===== src/hdl/isb_pkg.sv =====
// Shared types, constants and the alphabet lookup for the signed integer to
// base string unit. No dependencies.
package isb_pkg;

    localparam int CELLS          = 64;   // digit cells, enough for base 2
    localparam int DIGIT_W        = 4;    // one digit of a base up to 16
    localparam int ALPHA_MAX      = 16;   // characters held by the alphabet regs
    localparam int MAX_DIGITS_DEF = 16;
    localparam int VALUE_W        = 64;
    localparam int CHAR_W         = 8;
    localparam int COUNT_W        = 5;
    localparam int CFG_IDX_W      = 2;

    localparam logic [CHAR_W-1:0] CHAR_SPACE = 8'd32;
    localparam logic [CHAR_W-1:0] CHAR_PLUS  = 8'd43;
    localparam logic [CHAR_W-1:0] CHAR_MINUS = 8'd45;
    localparam logic [CHAR_W-1:0] CHAR_NONE  = 8'd0;

    localparam logic [COUNT_W-1:0] COUNT_RST = 5'd10;
    localparam logic [VALUE_W-1:0] CHARS_LOW_RST  = 64'd3978425819141910832;
    localparam logic [VALUE_W-1:0] CHARS_HIGH_RST = 64'd14648;

    localparam logic [CFG_IDX_W-1:0] CFG_DIGIT_COUNT = 2'd0;
    localparam logic [CFG_IDX_W-1:0] CFG_CHARS_LOW   = 2'd1;
    localparam logic [CFG_IDX_W-1:0] CFG_CHARS_HIGH  = 2'd2;

    typedef enum logic [2:0] {
        ST_IDLE,
        ST_CONV,
        ST_SIGN,
        ST_DIGIT,
        ST_ERR
    } isb_state_t;

    // Commands from the sequencer to every digit cell.
    typedef struct packed {
        logic clear;
        logic shift;
    } isb_ctl_t;

    // Alphabet checker status.
    typedef struct packed {
        logic done;
        logic ok;
    } isb_chk_t;

    // Character k of the alphabet, character 0 in the low byte of the low word.
    function automatic logic [CHAR_W-1:0] alpha_char(
        input logic [DIGIT_W-1:0] k,
        input logic [VALUE_W-1:0] chars_low,
        input logic [VALUE_W-1:0] chars_high
    );
        logic [VALUE_W-1:0] word;
        begin
            word = k[DIGIT_W-1] ? chars_high : chars_low;
            alpha_char = word[k[DIGIT_W-2:0]*CHAR_W +: CHAR_W];
        end
    endfunction

endpackage


===== src/hdl/isb_cell.sv =====
// One digit cell of the skewed conversion array: doubles its digit and adds
// the incoming bit, modulo the base. Depends on isb_pkg.
module isb_cell
    import isb_pkg::*;
(
    input  logic                 clk,
    input  logic                 rst_n,
    input  isb_ctl_t             ctl,
    input  logic [COUNT_W-1:0]   base,
    input  logic                 en_in,
    input  logic                 carry_in,
    input  logic [DIGIT_W-1:0]   shift_in,
    output logic [DIGIT_W-1:0]   digit,
    output logic                 en_out,
    output logic                 carry_out
);

    logic [DIGIT_W-1:0] digit_reg;
    logic [DIGIT_W-1:0] digit_next;
    logic               en_reg;
    logic               carry_reg;
    logic [COUNT_W-1:0] sum;
    logic               wrap;

    assign sum  = {digit_reg, carry_in};
    assign wrap = (sum >= base);

    always_comb
    begin
        digit_next = digit_reg;
        if (ctl.clear)
        begin
            digit_next = '0;
        end
        else if (ctl.shift)
        begin
            digit_next = shift_in;
        end
        else if (en_in)
        begin
            digit_next = wrap ? DIGIT_W'(sum - base) : DIGIT_W'(sum);
        end
    end

    always_ff @(posedge clk)
    begin
        digit_reg <= digit_next;
    end

    // Enable and carry travel one cell per cycle.
    always_ff @(posedge clk or negedge rst_n)
    begin
        if (!rst_n)
        begin
            en_reg    <= 1'b0;
            carry_reg <= 1'b0;
        end
        else
        begin
            en_reg    <= en_in && !ctl.clear;
            carry_reg <= en_in && !ctl.clear && wrap;
        end
    end

    assign digit     = digit_reg;
    assign en_out    = en_reg;
    assign carry_out = carry_reg;

endmodule


===== src/hdl/isb_check.sv =====
// Serial alphabet checker: one character per cycle against range rules and
// all later characters. Depends on isb_pkg.
module isb_check
    import isb_pkg::*;
#(
    parameter int MAX_DIGITS = MAX_DIGITS_DEF
)
(
    input  logic                 clk,
    input  logic                 rst_n,
    input  logic                 start,
    input  logic [COUNT_W-1:0]   count,
    input  logic [VALUE_W-1:0]   chars_low,
    input  logic [VALUE_W-1:0]   chars_high,
    output isb_chk_t             status
);

    localparam int IW = (MAX_DIGITS > 1) ? $clog2(MAX_DIGITS) : 1;
    localparam logic [IW-1:0] IDX_LAST = IW'(MAX_DIGITS - 1);

    logic [IW-1:0] idx_reg;
    logic [IW-1:0] idx_next;
    logic          busy_reg;
    logic          busy_next;
    logic          done_reg;
    logic          done_next;
    logic          ok_reg;
    logic          ok_next;
    logic [CHAR_W-1:0] cur;
    logic          bad;

    always_comb
    begin
        cur = alpha_char(DIGIT_W'(idx_reg), chars_low, chars_high);
        bad = (cur <= CHAR_SPACE) || (cur == CHAR_PLUS) || (cur == CHAR_MINUS);
        for (int j = 0; j < ALPHA_MAX; j++)
        begin
            if ((j > int'(idx_reg)) && (j < int'(count)) &&
                (alpha_char(DIGIT_W'(j), chars_low, chars_high) == cur))
            begin
                bad = 1'b1;
            end
        end
        if (COUNT_W'(idx_reg) >= count)
        begin
            bad = 1'b0;
        end
    end

    always_comb
    begin
        idx_next  = idx_reg;
        busy_next = busy_reg;
        done_next = done_reg;
        ok_next   = ok_reg;
        if (start)
        begin
            idx_next  = '0;
            busy_next = 1'b1;
            done_next = 1'b0;
            ok_next   = (count >= COUNT_W'(2)) && (count <= COUNT_W'(MAX_DIGITS));
        end
        else if (busy_reg)
        begin
            ok_next  = ok_reg && !bad;
            idx_next = idx_reg + IW'(1);
            if (idx_reg == IDX_LAST)
            begin
                busy_next = 1'b0;
                done_next = 1'b1;
            end
        end
    end

    always_ff @(posedge clk or negedge rst_n)
    begin
        if (!rst_n)
        begin
            idx_reg  <= '0;
            busy_reg <= 1'b0;
            done_reg <= 1'b0;
            ok_reg   <= 1'b0;
        end
        else
        begin
            idx_reg  <= idx_next;
            busy_reg <= busy_next;
            done_reg <= done_next;
            ok_reg   <= ok_next;
        end
    end

    assign status.done = done_reg;
    assign status.ok   = ok_reg;

endmodule


===== src/hdl/signed_integer_to_base_string_unit.sv =====
// Top level of the signed integer to base string unit: config registers,
// sequencer, output register. Depends on isb_pkg, isb_cell, isb_check.
//
// Usage
//   Input channel in_valid/in_ready/value takes one signed 64-bit word.
//   Output channel out_valid/out_ready carries one character per word,
//   most significant first, a leading '-' for negatives, last on the final
//   character. A bad alphabet or the most negative value gives a single
//   word with out_char = 0, last = 1, error = 1. Config: cfg_we/cfg_index/
//   cfg_data; the user must write only while the unit is idle (not enforced).
// Timing
//   The magnitude is shifted MSB first into a 64-cell array of base-N digit
//   cells; carries move one cell per cycle. The digit scan then walks all
//   64 cells, one per cycle unless a stalled receiver holds the output,
//   skipping leading zeros without output. The alphabet check runs
//   alongside, one character per cycle. Error words also wait for the
//   end of conversion.
// Reset and stall
//   Reset restores base 10 with "0123456789" and drops any word in flight.
//   A stalled receiver holds the output register and stops the scan at the
//   next digit to output; the next value is taken as soon as the last word
//   of the previous one is loaded into the output register.
module signed_integer_to_base_string_unit
    import isb_pkg::*;
#(
    parameter int MAX_DIGITS = MAX_DIGITS_DEF
)
(
    input  logic                      clk,
    input  logic                      rst_n,
    input  logic                      cfg_we,
    input  logic [CFG_IDX_W-1:0]      cfg_index,
    input  logic [VALUE_W-1:0]        cfg_data,
    input  logic                      in_valid,
    output logic                      in_ready,
    input  logic signed [VALUE_W-1:0] value,
    output logic                      out_valid,
    input  logic                      out_ready,
    output logic [CHAR_W-1:0]         out_char,
    output logic                      last,
    output logic                      error
);

    localparam int CNT_W = $clog2(2 * CELLS - 1);
    localparam int REM_W = $clog2(CELLS + 1);
    localparam logic [CNT_W-1:0] CONV_LAST = CNT_W'(2 * CELLS - 2);
    localparam logic [CNT_W-1:0] FEED_END  = CNT_W'(CELLS);
    localparam logic [REM_W-1:0] REM_FULL  = REM_W'(CELLS);
    localparam logic [REM_W-1:0] REM_ONE   = REM_W'(1);

    // Configuration
    logic [COUNT_W-1:0] count_reg;
    logic [VALUE_W-1:0] chars_low_reg;
    logic [VALUE_W-1:0] chars_high_reg;

    always_ff @(posedge clk or negedge rst_n)
    begin
        if (!rst_n)
        begin
            count_reg      <= COUNT_RST;
            chars_low_reg  <= CHARS_LOW_RST;
            chars_high_reg <= CHARS_HIGH_RST;
        end
        else if (cfg_we)
        begin
            unique case (cfg_index)
                CFG_DIGIT_COUNT: count_reg      <= cfg_data[COUNT_W-1:0];
                CFG_CHARS_LOW:   chars_low_reg  <= cfg_data;
                CFG_CHARS_HIGH:  chars_high_reg <= cfg_data;
                default:         ;
            endcase
        end
    end

    // Sequencer state
    isb_state_t        state_reg, state_next;
    logic [CNT_W-1:0]  cnt_reg, cnt_next;
    logic [REM_W-1:0]  rem_reg, rem_next;
    logic              started_reg, started_next;
    logic              neg_reg, neg_next;
    logic              minneg_reg, minneg_next;
    logic [VALUE_W-1:0] mag_reg, mag_next;

    logic              out_valid_reg, out_valid_next;
    logic [CHAR_W-1:0] out_char_reg, out_char_next;
    logic              last_reg, last_next;
    logic              error_reg, error_next;

    logic              accept;
    logic              out_free;
    logic              feed;
    isb_ctl_t          ctl;
    isb_chk_t          chk;

    logic [DIGIT_W-1:0] dig [CELLS];
    logic               en_chain [CELLS];
    logic               carry_chain [CELLS];
    logic [DIGIT_W-1:0] top_digit;

    assign in_ready  = (state_reg == ST_IDLE);
    assign accept    = in_valid && in_ready;
    assign out_free  = !out_valid_reg || out_ready;
    assign feed      = (state_reg == ST_CONV) && (cnt_reg < FEED_END);
    assign top_digit = dig[CELLS-1];

    always_comb
    begin
        state_next     = state_reg;
        cnt_next       = cnt_reg;
        rem_next       = rem_reg;
        started_next   = started_reg;
        neg_next       = neg_reg;
        minneg_next    = minneg_reg;
        mag_next       = mag_reg;
        out_valid_next = out_valid_reg && !out_ready;
        out_char_next  = out_char_reg;
        last_next      = last_reg;
        error_next     = error_reg;
        ctl.clear      = 1'b0;
        ctl.shift      = 1'b0;

        unique case (state_reg)
            ST_IDLE:
            begin
                if (accept)
                begin
                    neg_next    = value[VALUE_W-1];
                    minneg_next = (value == {1'b1, {(VALUE_W-1){1'b0}}});
                    mag_next    = value[VALUE_W-1] ? (~$unsigned(value) + VALUE_W'(1))
                                                   : $unsigned(value);
                    cnt_next    = '0;
                    ctl.clear   = 1'b1;
                    state_next  = ST_CONV;
                end
            end
            ST_CONV:
            begin
                cnt_next = cnt_reg + CNT_W'(1);
                if (feed)
                begin
                    mag_next = {mag_reg[VALUE_W-2:0], 1'b0};
                end
                if (cnt_reg == CONV_LAST)
                begin
                    rem_next     = REM_FULL;
                    started_next = 1'b0;
                    if (!chk.ok || minneg_reg)
                    begin
                        state_next = ST_ERR;
                    end
                    else if (neg_reg)
                    begin
                        state_next = ST_SIGN;
                    end
                    else
                    begin
                        state_next = ST_DIGIT;
                    end
                end
            end
            ST_SIGN:
            begin
                if (out_free)
                begin
                    out_valid_next = 1'b1;
                    out_char_next  = CHAR_MINUS;
                    last_next      = 1'b0;
                    error_next     = 1'b0;
                    state_next     = ST_DIGIT;
                end
            end
            ST_DIGIT:
            begin
                if (!started_reg && (top_digit == '0) && (rem_reg != REM_ONE))
                begin
                    // leading zero, dropped
                    ctl.shift = 1'b1;
                    rem_next  = rem_reg - REM_W'(1);
                end
                else if (out_free)
                begin
                    out_valid_next = 1'b1;
                    out_char_next  = alpha_char(top_digit, chars_low_reg, chars_high_reg);
                    last_next      = (rem_reg == REM_ONE);
                    error_next     = 1'b0;
                    started_next   = 1'b1;
                    ctl.shift      = 1'b1;
                    rem_next       = rem_reg - REM_W'(1);
                    if (rem_reg == REM_ONE)
                    begin
                        state_next = ST_IDLE;
                    end
                end
            end
            ST_ERR:
            begin
                if (out_free)
                begin
                    out_valid_next = 1'b1;
                    out_char_next  = CHAR_NONE;
                    last_next      = 1'b1;
                    error_next     = 1'b1;
                    state_next     = ST_IDLE;
                end
            end
            default:
            begin
                state_next = ST_IDLE;
            end
        endcase
    end

    always_ff @(posedge clk or negedge rst_n)
    begin
        if (!rst_n)
        begin
            state_reg     <= ST_IDLE;
            cnt_reg       <= '0;
            rem_reg       <= '0;
            started_reg   <= 1'b0;
            out_valid_reg <= 1'b0;
        end
        else
        begin
            state_reg     <= state_next;
            cnt_reg       <= cnt_next;
            rem_reg       <= rem_next;
            started_reg   <= started_next;
            out_valid_reg <= out_valid_next;
        end
    end

    // payload, no reset
    always_ff @(posedge clk)
    begin
        neg_reg      <= neg_next;
        minneg_reg   <= minneg_next;
        mag_reg      <= mag_next;
        out_char_reg <= out_char_next;
        last_reg     <= last_next;
        error_reg    <= error_next;
    end

    // Digit cell array: cell 0 holds the least significant digit. During
    // conversion the enable and carry ripple up one cell per cycle; during
    // the scan digits move up toward the top cell, which is read out.
    for (genvar k = 0; k < CELLS; k++)
    begin : g_cell
        if (k == 0)
        begin : g_first
            isb_cell u_cell (
                .clk       (clk),
                .rst_n     (rst_n),
                .ctl       (ctl),
                .base      (count_reg),
                .en_in     (feed),
                .carry_in  (mag_reg[VALUE_W-1]),
                .shift_in  ({DIGIT_W{1'b0}}),
                .digit     (dig[k]),
                .en_out    (en_chain[k]),
                .carry_out (carry_chain[k])
            );
        end
        else
        begin : g_rest
            isb_cell u_cell (
                .clk       (clk),
                .rst_n     (rst_n),
                .ctl       (ctl),
                .base      (count_reg),
                .en_in     (en_chain[k-1]),
                .carry_in  (carry_chain[k-1]),
                .shift_in  (dig[k-1]),
                .digit     (dig[k]),
                .en_out    (en_chain[k]),
                .carry_out (carry_chain[k])
            );
        end
    end

    isb_check #(
        .MAX_DIGITS (MAX_DIGITS)
    ) u_check (
        .clk        (clk),
        .rst_n      (rst_n),
        .start      (accept),
        .count      (count_reg),
        .chars_low  (chars_low_reg),
        .chars_high (chars_high_reg),
        .status     (chk)
    );

    assign out_valid = out_valid_reg;
    assign out_char  = out_char_reg;
    assign last      = last_reg;
    assign error     = error_reg;

    // Checks

    // alphabet verdict is ready before conversion ends
    a_check_done: assert property (@(posedge clk) disable iff (!rst_n)
        (state_reg == ST_CONV && cnt_reg == CONV_LAST) |-> chk.done)
        else $error("alphabet check not finished at end of conversion");

    // with a valid base no carry leaves the top cell
    a_no_overflow: assert property (@(posedge clk) disable iff (!rst_n)
        (en_chain[CELLS-1] && chk.done && chk.ok) |-> !carry_chain[CELLS-1])
        else $error("digit array overflow");

    // a new word restarts the alphabet check
    a_check_restart: assert property (@(posedge clk) disable iff (!rst_n)
        accept |=> !chk.done)
        else $error("alphabet check not restarted");

endmodule


===== config.mk =====
export PLATFORM = sky130hd
export DESIGN_NAME = signed_integer_to_base_string_unit
export DESIGN_NICKNAME = d
export VERILOG_FILES = /design/src/hdl/isb_pkg.sv /design/src/hdl/isb_cell.sv /design/src/hdl/isb_check.sv /design/src/hdl/signed_integer_to_base_string_unit.sv
export SDC_FILE = /design/constraint.sdc
export NUM_CORES = 2
export LEC_CHECK = 0
export BUFFER_PORTS_ARGS = -buffer_cell sky130_fd_sc_hd__buf_2
export CAP_MARGIN = 10
export CORE_UTILIZATION = 29
export DETAILED_ROUTE_END_ITERATION = 8
export PLACE_DENSITY = 0.49
export SKIP_LAST_GASP = 1
export SYNTH_ARGS = -nofsm -noshare
export SYNTH_HDL_FRONTEND = slang
export SYNTH_SLANG_ARGS = --single-unit
export TNS_END_PERCENT = 50

===== constraint.sdc =====
create_clock -name clk -period 6.1 [get_ports clk]
set_clock_uncertainty 0.1 [all_clocks]
set_input_delay 1.525 -clock clk [delete_from_list [all_inputs] [get_ports clk]]
set_output_delay 1.525 -clock clk [all_outputs]
set_load 0.05 [all_outputs]

# Yosys cells after proc, flatten, opt, wreduce, memory -nomap -nowiden

Cells that the tools add are included.

Input bits: 135
Output and inout bits: 12
Flip-flop bits (word level): 616

Equality and inequality tests: 37
Reductions and logical operators: 256
$lt $le $gt $ge: 99
$add $sub $neg: 68
Bitwise logic cells: 1
Shift-type cells: 2
Muxes and demuxes: 259

Operator list:

| kind                  | number |
|---|---|
| $mux 4                | 192 |
| $ge 5x5->1            | 64 |
| $mux 64               | 5 |
| $sub 4x4->4           | 64 |
| $logic_and 1x1->1     | 163 |
| $reduce_bool 2->1     | 66 |
| $pmux 64 s2           | 1 |
| $shiftx 64x7->8       | 2 |
| $eq 8x8->1            | 15 |
| $add 64x1->64 const B | 1 |
| $eq 64x64->1 const B  | 1 |
| $not 64->64           | 1 |
| $lt 4x5->1 const A    | 8 |
| $mux 1                | 37 |
| $gt 4x4->1 const A    | 8 |
| $mux 8                | 4 |
| $mux 7                | 4 |
| $pmux 7 s2            | 2 |
| $mux 3                | 8 |
| $pmux 8 s3            | 1 |
| $lt 3x5->1 const A    | 4 |
| $eq 8x6->1 const B    | 2 |
| $gt 3x4->1 const A    | 4 |
| $pmux 3 s5            | 1 |
| 38 further kinds      | 64 |

# Logic depth before layout (Yosys ltp)

Depth in word-level cells: 25
Gate-level depth with buffers: 13
Mapped depth without buffers: 11

# Modules after synthesis

A second synthesis with hierarchy kept.

Cell total of the unflattened synthesis: 4851
Area total of the unflattened synthesis: 46198.1 µm²

Modules (own cells, without submodules):

| module                             | cells each | instances | area each (µm²) |
|---|---|---|---|
| isb_cell                           | 54         | 64        | 475.5 |
| signed_integer_to_base_string_unit | 913        | 1         | 11536.1 |
| isb_check                          | 482        | 1         | 4232.8 |

# Worst setup path after synthesis

Ideal clock, no wire load.

Path kind: reg2reg
Start point: register state_reg[0]
End point: register mag_reg[0], enable pin
Path buffers: 1
Data required time: 5426 ps
Stages on the path, launching flop included: 6
Setup slack: -154 ps
Library setup time: 574 ps
Arrival time: 5579 ps
Period minus slack after synthesis: 6254 ps
Cells stage by stage: dfrtp_1 > inv_1 > nor2_1 > nand2_1 > clkbuf_1 > o21ai_0

Word-level cells in the longest chain between the ends: 4
Elaborated cells between the ends (all ways): 8

RTL lines:

| element                                       | line                                                                                                                            | text |
|---|---|---|
| from (decl)                                   | signed_integer_to_base_string_unit.sv:76                                                                                        | `isb_state_t state_reg, state_next;` |
| from (signal assigned)                        | signed_integer_to_base_string_unit.sv:225                                                                                       | `state_reg <= state_next;` |
| $eq 3x1->1 or $logic_not 3->1 (tied branches) | signed_integer_to_base_string_unit.sv:103, signed_integer_to_base_string_unit.sv:122, signed_integer_to_base_string_unit.sv:100 |  |
| $logic_and 1x1->1 (on tied branches)          | signed_integer_to_base_string_unit.sv:103, signed_integer_to_base_string_unit.sv:101                                            |  |
| $ne 2x1->1 (no source line)                   | --                                                                                                                              |  |
| $reduce_and 3->1 (no source line) *           | --                                                                                                                              |  |
| to (signal assigned)                          | signed_integer_to_base_string_unit.sv:238                                                                                       | `mag_reg <= mag_next;` |
| to (decl)                                     | signed_integer_to_base_string_unit.sv:82                                                                                        | `logic [VALUE_W-1:0] mag_reg, mag_next;` |

Mark *: on every way between the ends. The rest lies on a longest branch, timed or not.
A chain may end at the register's enable or synchronous reset.

# Worst setup path in the final report

Start point: input port value[30]
End point: register mag_reg[52] (data pin)

Word-level cells in the longest chain between the ends: 5

RTL lines:

| element                | line                                      | text |
|---|---|---|
| from (decl)            | signed_integer_to_base_string_unit.sv:36  | `input logic signed [VALUE_W-1:0] value,` |
| $not 64->64            | signed_integer_to_base_string_unit.sv:129 | `mag_next = value[VALUE_W-1] ? (~$unsigned(value) + VALUE_W'(1))` |
| $add 64x1->64          | signed_integer_to_base_string_unit.sv:129 |  |
| $mux 64                | signed_integer_to_base_string_unit.sv:129 |  |
| $mux 64                | signed_integer_to_base_string_unit.sv:125 | `if (accept)` |
| $pmux 64 s2            | signed_integer_to_base_string_unit.sv:122 | `unique case (state_reg)` |
| named net mag_next[52] | signed_integer_to_base_string_unit.sv:82  |  |

The timed path passes the listed nets, and every way through them passes these cells. The select of a mux whose other input is x is not followed.

==> summary by stage <==
Critical path
The worst setup path is captured at a register. The category of the critical setup timing path is in -> reg. The startpoint class of the critical path is a primary input. The data arrival time at the worst-slack endpoint is 4720 ps.

Of all nets on the critical path, the largest fanout is 8. At the worst endpoint, the required time is between 6000 and 7000 ps.

Drt
The number of design-rule violations left by the first detailed-router iteration is 1601. The remaining antenna violation count is 0. For this run, design rule violations remaining after detail routing come to 0. After detailed routing, the total wire length is 113 mm.

In the routed layout, each cell is associated on average with a via count of 5.00. Across all layers, the routed design uses 31978 vias. The first-pass iteration count of the detailed router is 5. The average wire per cell in the routed design is 17.7 microns.

Cells and area
The growth of design area from synthesis to finish is 12.0%. The number of nets in the final layout is 4950. The fraction of final layout cells sized beyond drive strength 1 is 0.137.

The most frequent standard cell in the layout excluding fill and tap cells is sky130_fd_sc_hd__nor2_1. The register with the most flip-flops in the layout has 252 of them. Leaving out fill and tap cells, the most frequent cells in the layout are 559 x sky130_fd_sc_hd__nor2_1, 332 x sky130_fd_sc_hd__ha_1, 277 x sky130_fd_sc_hd__a21oi_1. The utilization after layout is 0.328. After filler insertion, the fill cell instance count of the layout stands at 14982.

STA
The slew at the pin closest to its max-slew limit is 1210 ps. The hold violation total from the final report was 0. Setup repair after global routing left no endpoint under its margin. Across all setup checks in the final design, the least slack found is 1670 ps.

The count of final setup violators is 0. Timing would allow up to 226 MHz. The final period demand of the worst path is 4430 ps.

Summed over all failing endpoints, the final setup total negative slack is 0 ps. The final-report max-slew violation count came to 0. Hold timing on the final database bottoms out at a slack of ~370 ps. The tightest slew margin relative to the limit is 0.189. Dividing the final minimum period by the clock period gives 0.726.

Floorplan
The die extent in x is about 380 microns. The number of core rows is 139. The area of the core region is 144000 sq um. The initial core utilization is 0.293. The die covers 147000 sq um. The die is 384 microns tall. The I/O pin count is between 100 and 150.

Global routing
Global routing finished with a remaining overflow of 0. The initial antenna violation count is 15. The largest net degree at the start of global routing is 177.

The via count of the first global-routing pass is about 32000. Across every metal layer, demand over resource in global routing totals 0.154. The global-route wire length before repair is between 150 and 200 mm.

Hold path
The class of the most critical hold timing path is reg -> reg.

Job
The number of max-capacitance violations reported is 0.

Pwr
The switching fraction of total power is 0.429. The maximum ir drop on the vdd rail is 0.287 mV. The internal power of the cells totals 14.2 mW. The switching power total is 10.7 mW. The leakage power summed over all cells is 19.3 nW. The relative contribution of sequential cells to total power is 0.288. The total power density per cell area is 528 nW/um^2. The share of total power dissipated in the clock network is 0.184. The share of total power dissipated in combinational logic is 0.528.

Yosys
When the netlist entered floorplanning its net count stood at 4954. The number of cells produced by synthesis is 4423. Of the post-synthesis cell area, the dominant cell type holds 0.146. The synthesized netlist contains 80 unique library cells.

The async set-or-reset flop fraction in the synthesized netlist is 0.461. The synthesized cell area is ~42000 sq um. The number of flops mapped to enable cells by yosys is 76. For this run, the leading register cell type out of synthesis is sky130_fd_sc_hd__dfxtp_1.

The total number of yosys warnings is 0. A synthesized cell averages 9.55 sq um. The cell taking the most area after synthesis is sky130_fd_sc_hd__dfrtp_1. The part of the Yosys area used for sequential elements is 0.345. The number of storage elements in the synthesis netlist is just over 600. After synthesis, the cell types taking the most area are sky130_fd_sc_hd__dfrtp_1 15%, sky130_fd_sc_hd__dfxtp_1 12%, sky130_fd_sc_hd__ha_1 9.8%, sky130_fd_sc_hd__mux2i_1 6.1%, sky130_fd_sc_hd__edfxtp_1 5.4%.

Clock tree
Once the clock tree was built, the resizer swapped 0 gates to a different size. The H-tree was split into 3 levels. Hold repair after CTS inserted 0 buffers. The clock passes through at most 3 buffers. The clock net in this run drives a total of between 600 and 700 sinks. The register clock-pin slew on the reported worst setup and hold paths is 60 ps.

The clock latency on the worst-skew pair is roughly 670 ps. The CTS tree is yes. The post-CTS setup buffer count is 0. The tree is rooted in a sky130_fd_sc_hd__clkbuf_16. The clock buffer count from CTS is 75.

Placed design
The worst slack at placement is 979 ps. Input and output buffers added on the ports amount to roughly 150. The final weighted congestion in routability-driven placement is 0.923. The estimated wirelength of the detail-placed design is 75.6 mm.

Status
The flow ran to the end, and the final reports show no timing, DRC or antenna violations.
[cells by family (layout without fill, tap and decap cells)]
logic type      count (synthesis)  after routing  synth area share
compound gates                974            974             0.147
xor+xnor                      286            286            0.0593
fa+ha+maj                     396            396             0.129
buf+inv                       424            482            0.0385
flops                         616            616             0.345
mux                           488            488             0.139
other cells                     0              8                 0
simple gates                 1239           1239             0.143
[final cells by class]
class	instances	area, sq um	share of cell area
tap	1903	2380	0.0503
multi-input combinational	3383	26100	0.552
antenna	8	20.0	0.000423
timing repair buffer	192	1140	0.0240
inverter	151	584	0.0124
clock inverter	29	297	0.00627
clock buffer	110	2190	0.0462
sequential	616	14600	0.308
[through the flow]
step	total power, mW	std cells	area (sq um)
final	24.9	6392	47300
after global routing	27.2	6390	47300
after CTS	25.2	6384	47300
after detailed placement	20.5	6245	44800
after global placement	20.3	6245	44800
after floorplan	17.3	4423	42200
[cells in the mapped netlist, drive strengths merged (135+ instances only)]
cell type / count
xnor2: 179
mux2: 167
a211oi: 259
a21o: 137
dfrtp: 247
nor2: 560
ha: 332
a21oi: 278
nor2b: 135
inv: 150
dfxtp: 256
o21ai: 204
mux2i: 260
clkbuf: 246
[worst max-delay path, stage by stage]
cell	delay (ps)
sky130_fd_sc_hd__buf_2	120
sky130_fd_sc_hd__or4_4	560
sky130_fd_sc_hd__nor4_2	290
sky130_fd_sc_hd__or4b_1	580
sky130_fd_sc_hd__nor4_4	260
sky130_fd_sc_hd__nand3_1	190
sky130_fd_sc_hd__or4_1	640
sky130_fd_sc_hd__o31ai_2	290
sky130_fd_sc_hd__xor2_1	180
sky130_fd_sc_hd__o21ai_1	80
[per-layer routing]
layer / global-route usage / up-vias / routed length, microns
li1: - / 15830 / -
met1: 0.212 / 15405 / 54500
met2: 0.245 / 542 / 50500
met3: 0.0279 / 185 / 5030
met4: 0.0460 / 16 / 3150
met5: 0 / - / 87
[worst paths after layout]
| kind | end | cells past startpoint | from | slack [ps] |
|---|---|---|---|---|
| max | mag_reg[52] | 10 | value[30] | 1670 |
| min | rem_reg[6] | 1 | rem_reg[6] | 370 |
| max reg2reg | u_check.ok_reg | 10 | u_check.idx_reg[3] | 1750 |
| min reg2reg | rem_reg[6] | 1 | rem_reg[6] | 370 |
| max in group asynchronous | u_check.idx_reg[2] | 2 | rst_n | 3920 |
| min in group asynchronous | g_cell[24].g_rest.u_cell.carry_out | 1 | rst_n | 710 |
[power groups by stage]
| stage | Clock [mW] | Sequential, mW | Combinational, mW |
|---|---|---|---|
| detailed placement | 0 | 7.25 | 13.2 |
| finish | 4.58 | 7.18 | 13.2 |
| global route | 4.90 | 7.39 | 14.9 |
| floorplan | 0 | 6.63 | 10.7 |
| CTS | 4.76 | 7.19 | 13.3 |
| global placement | 0 | 7.25 | 13.1 |
(Power assumes the default switching activity.)
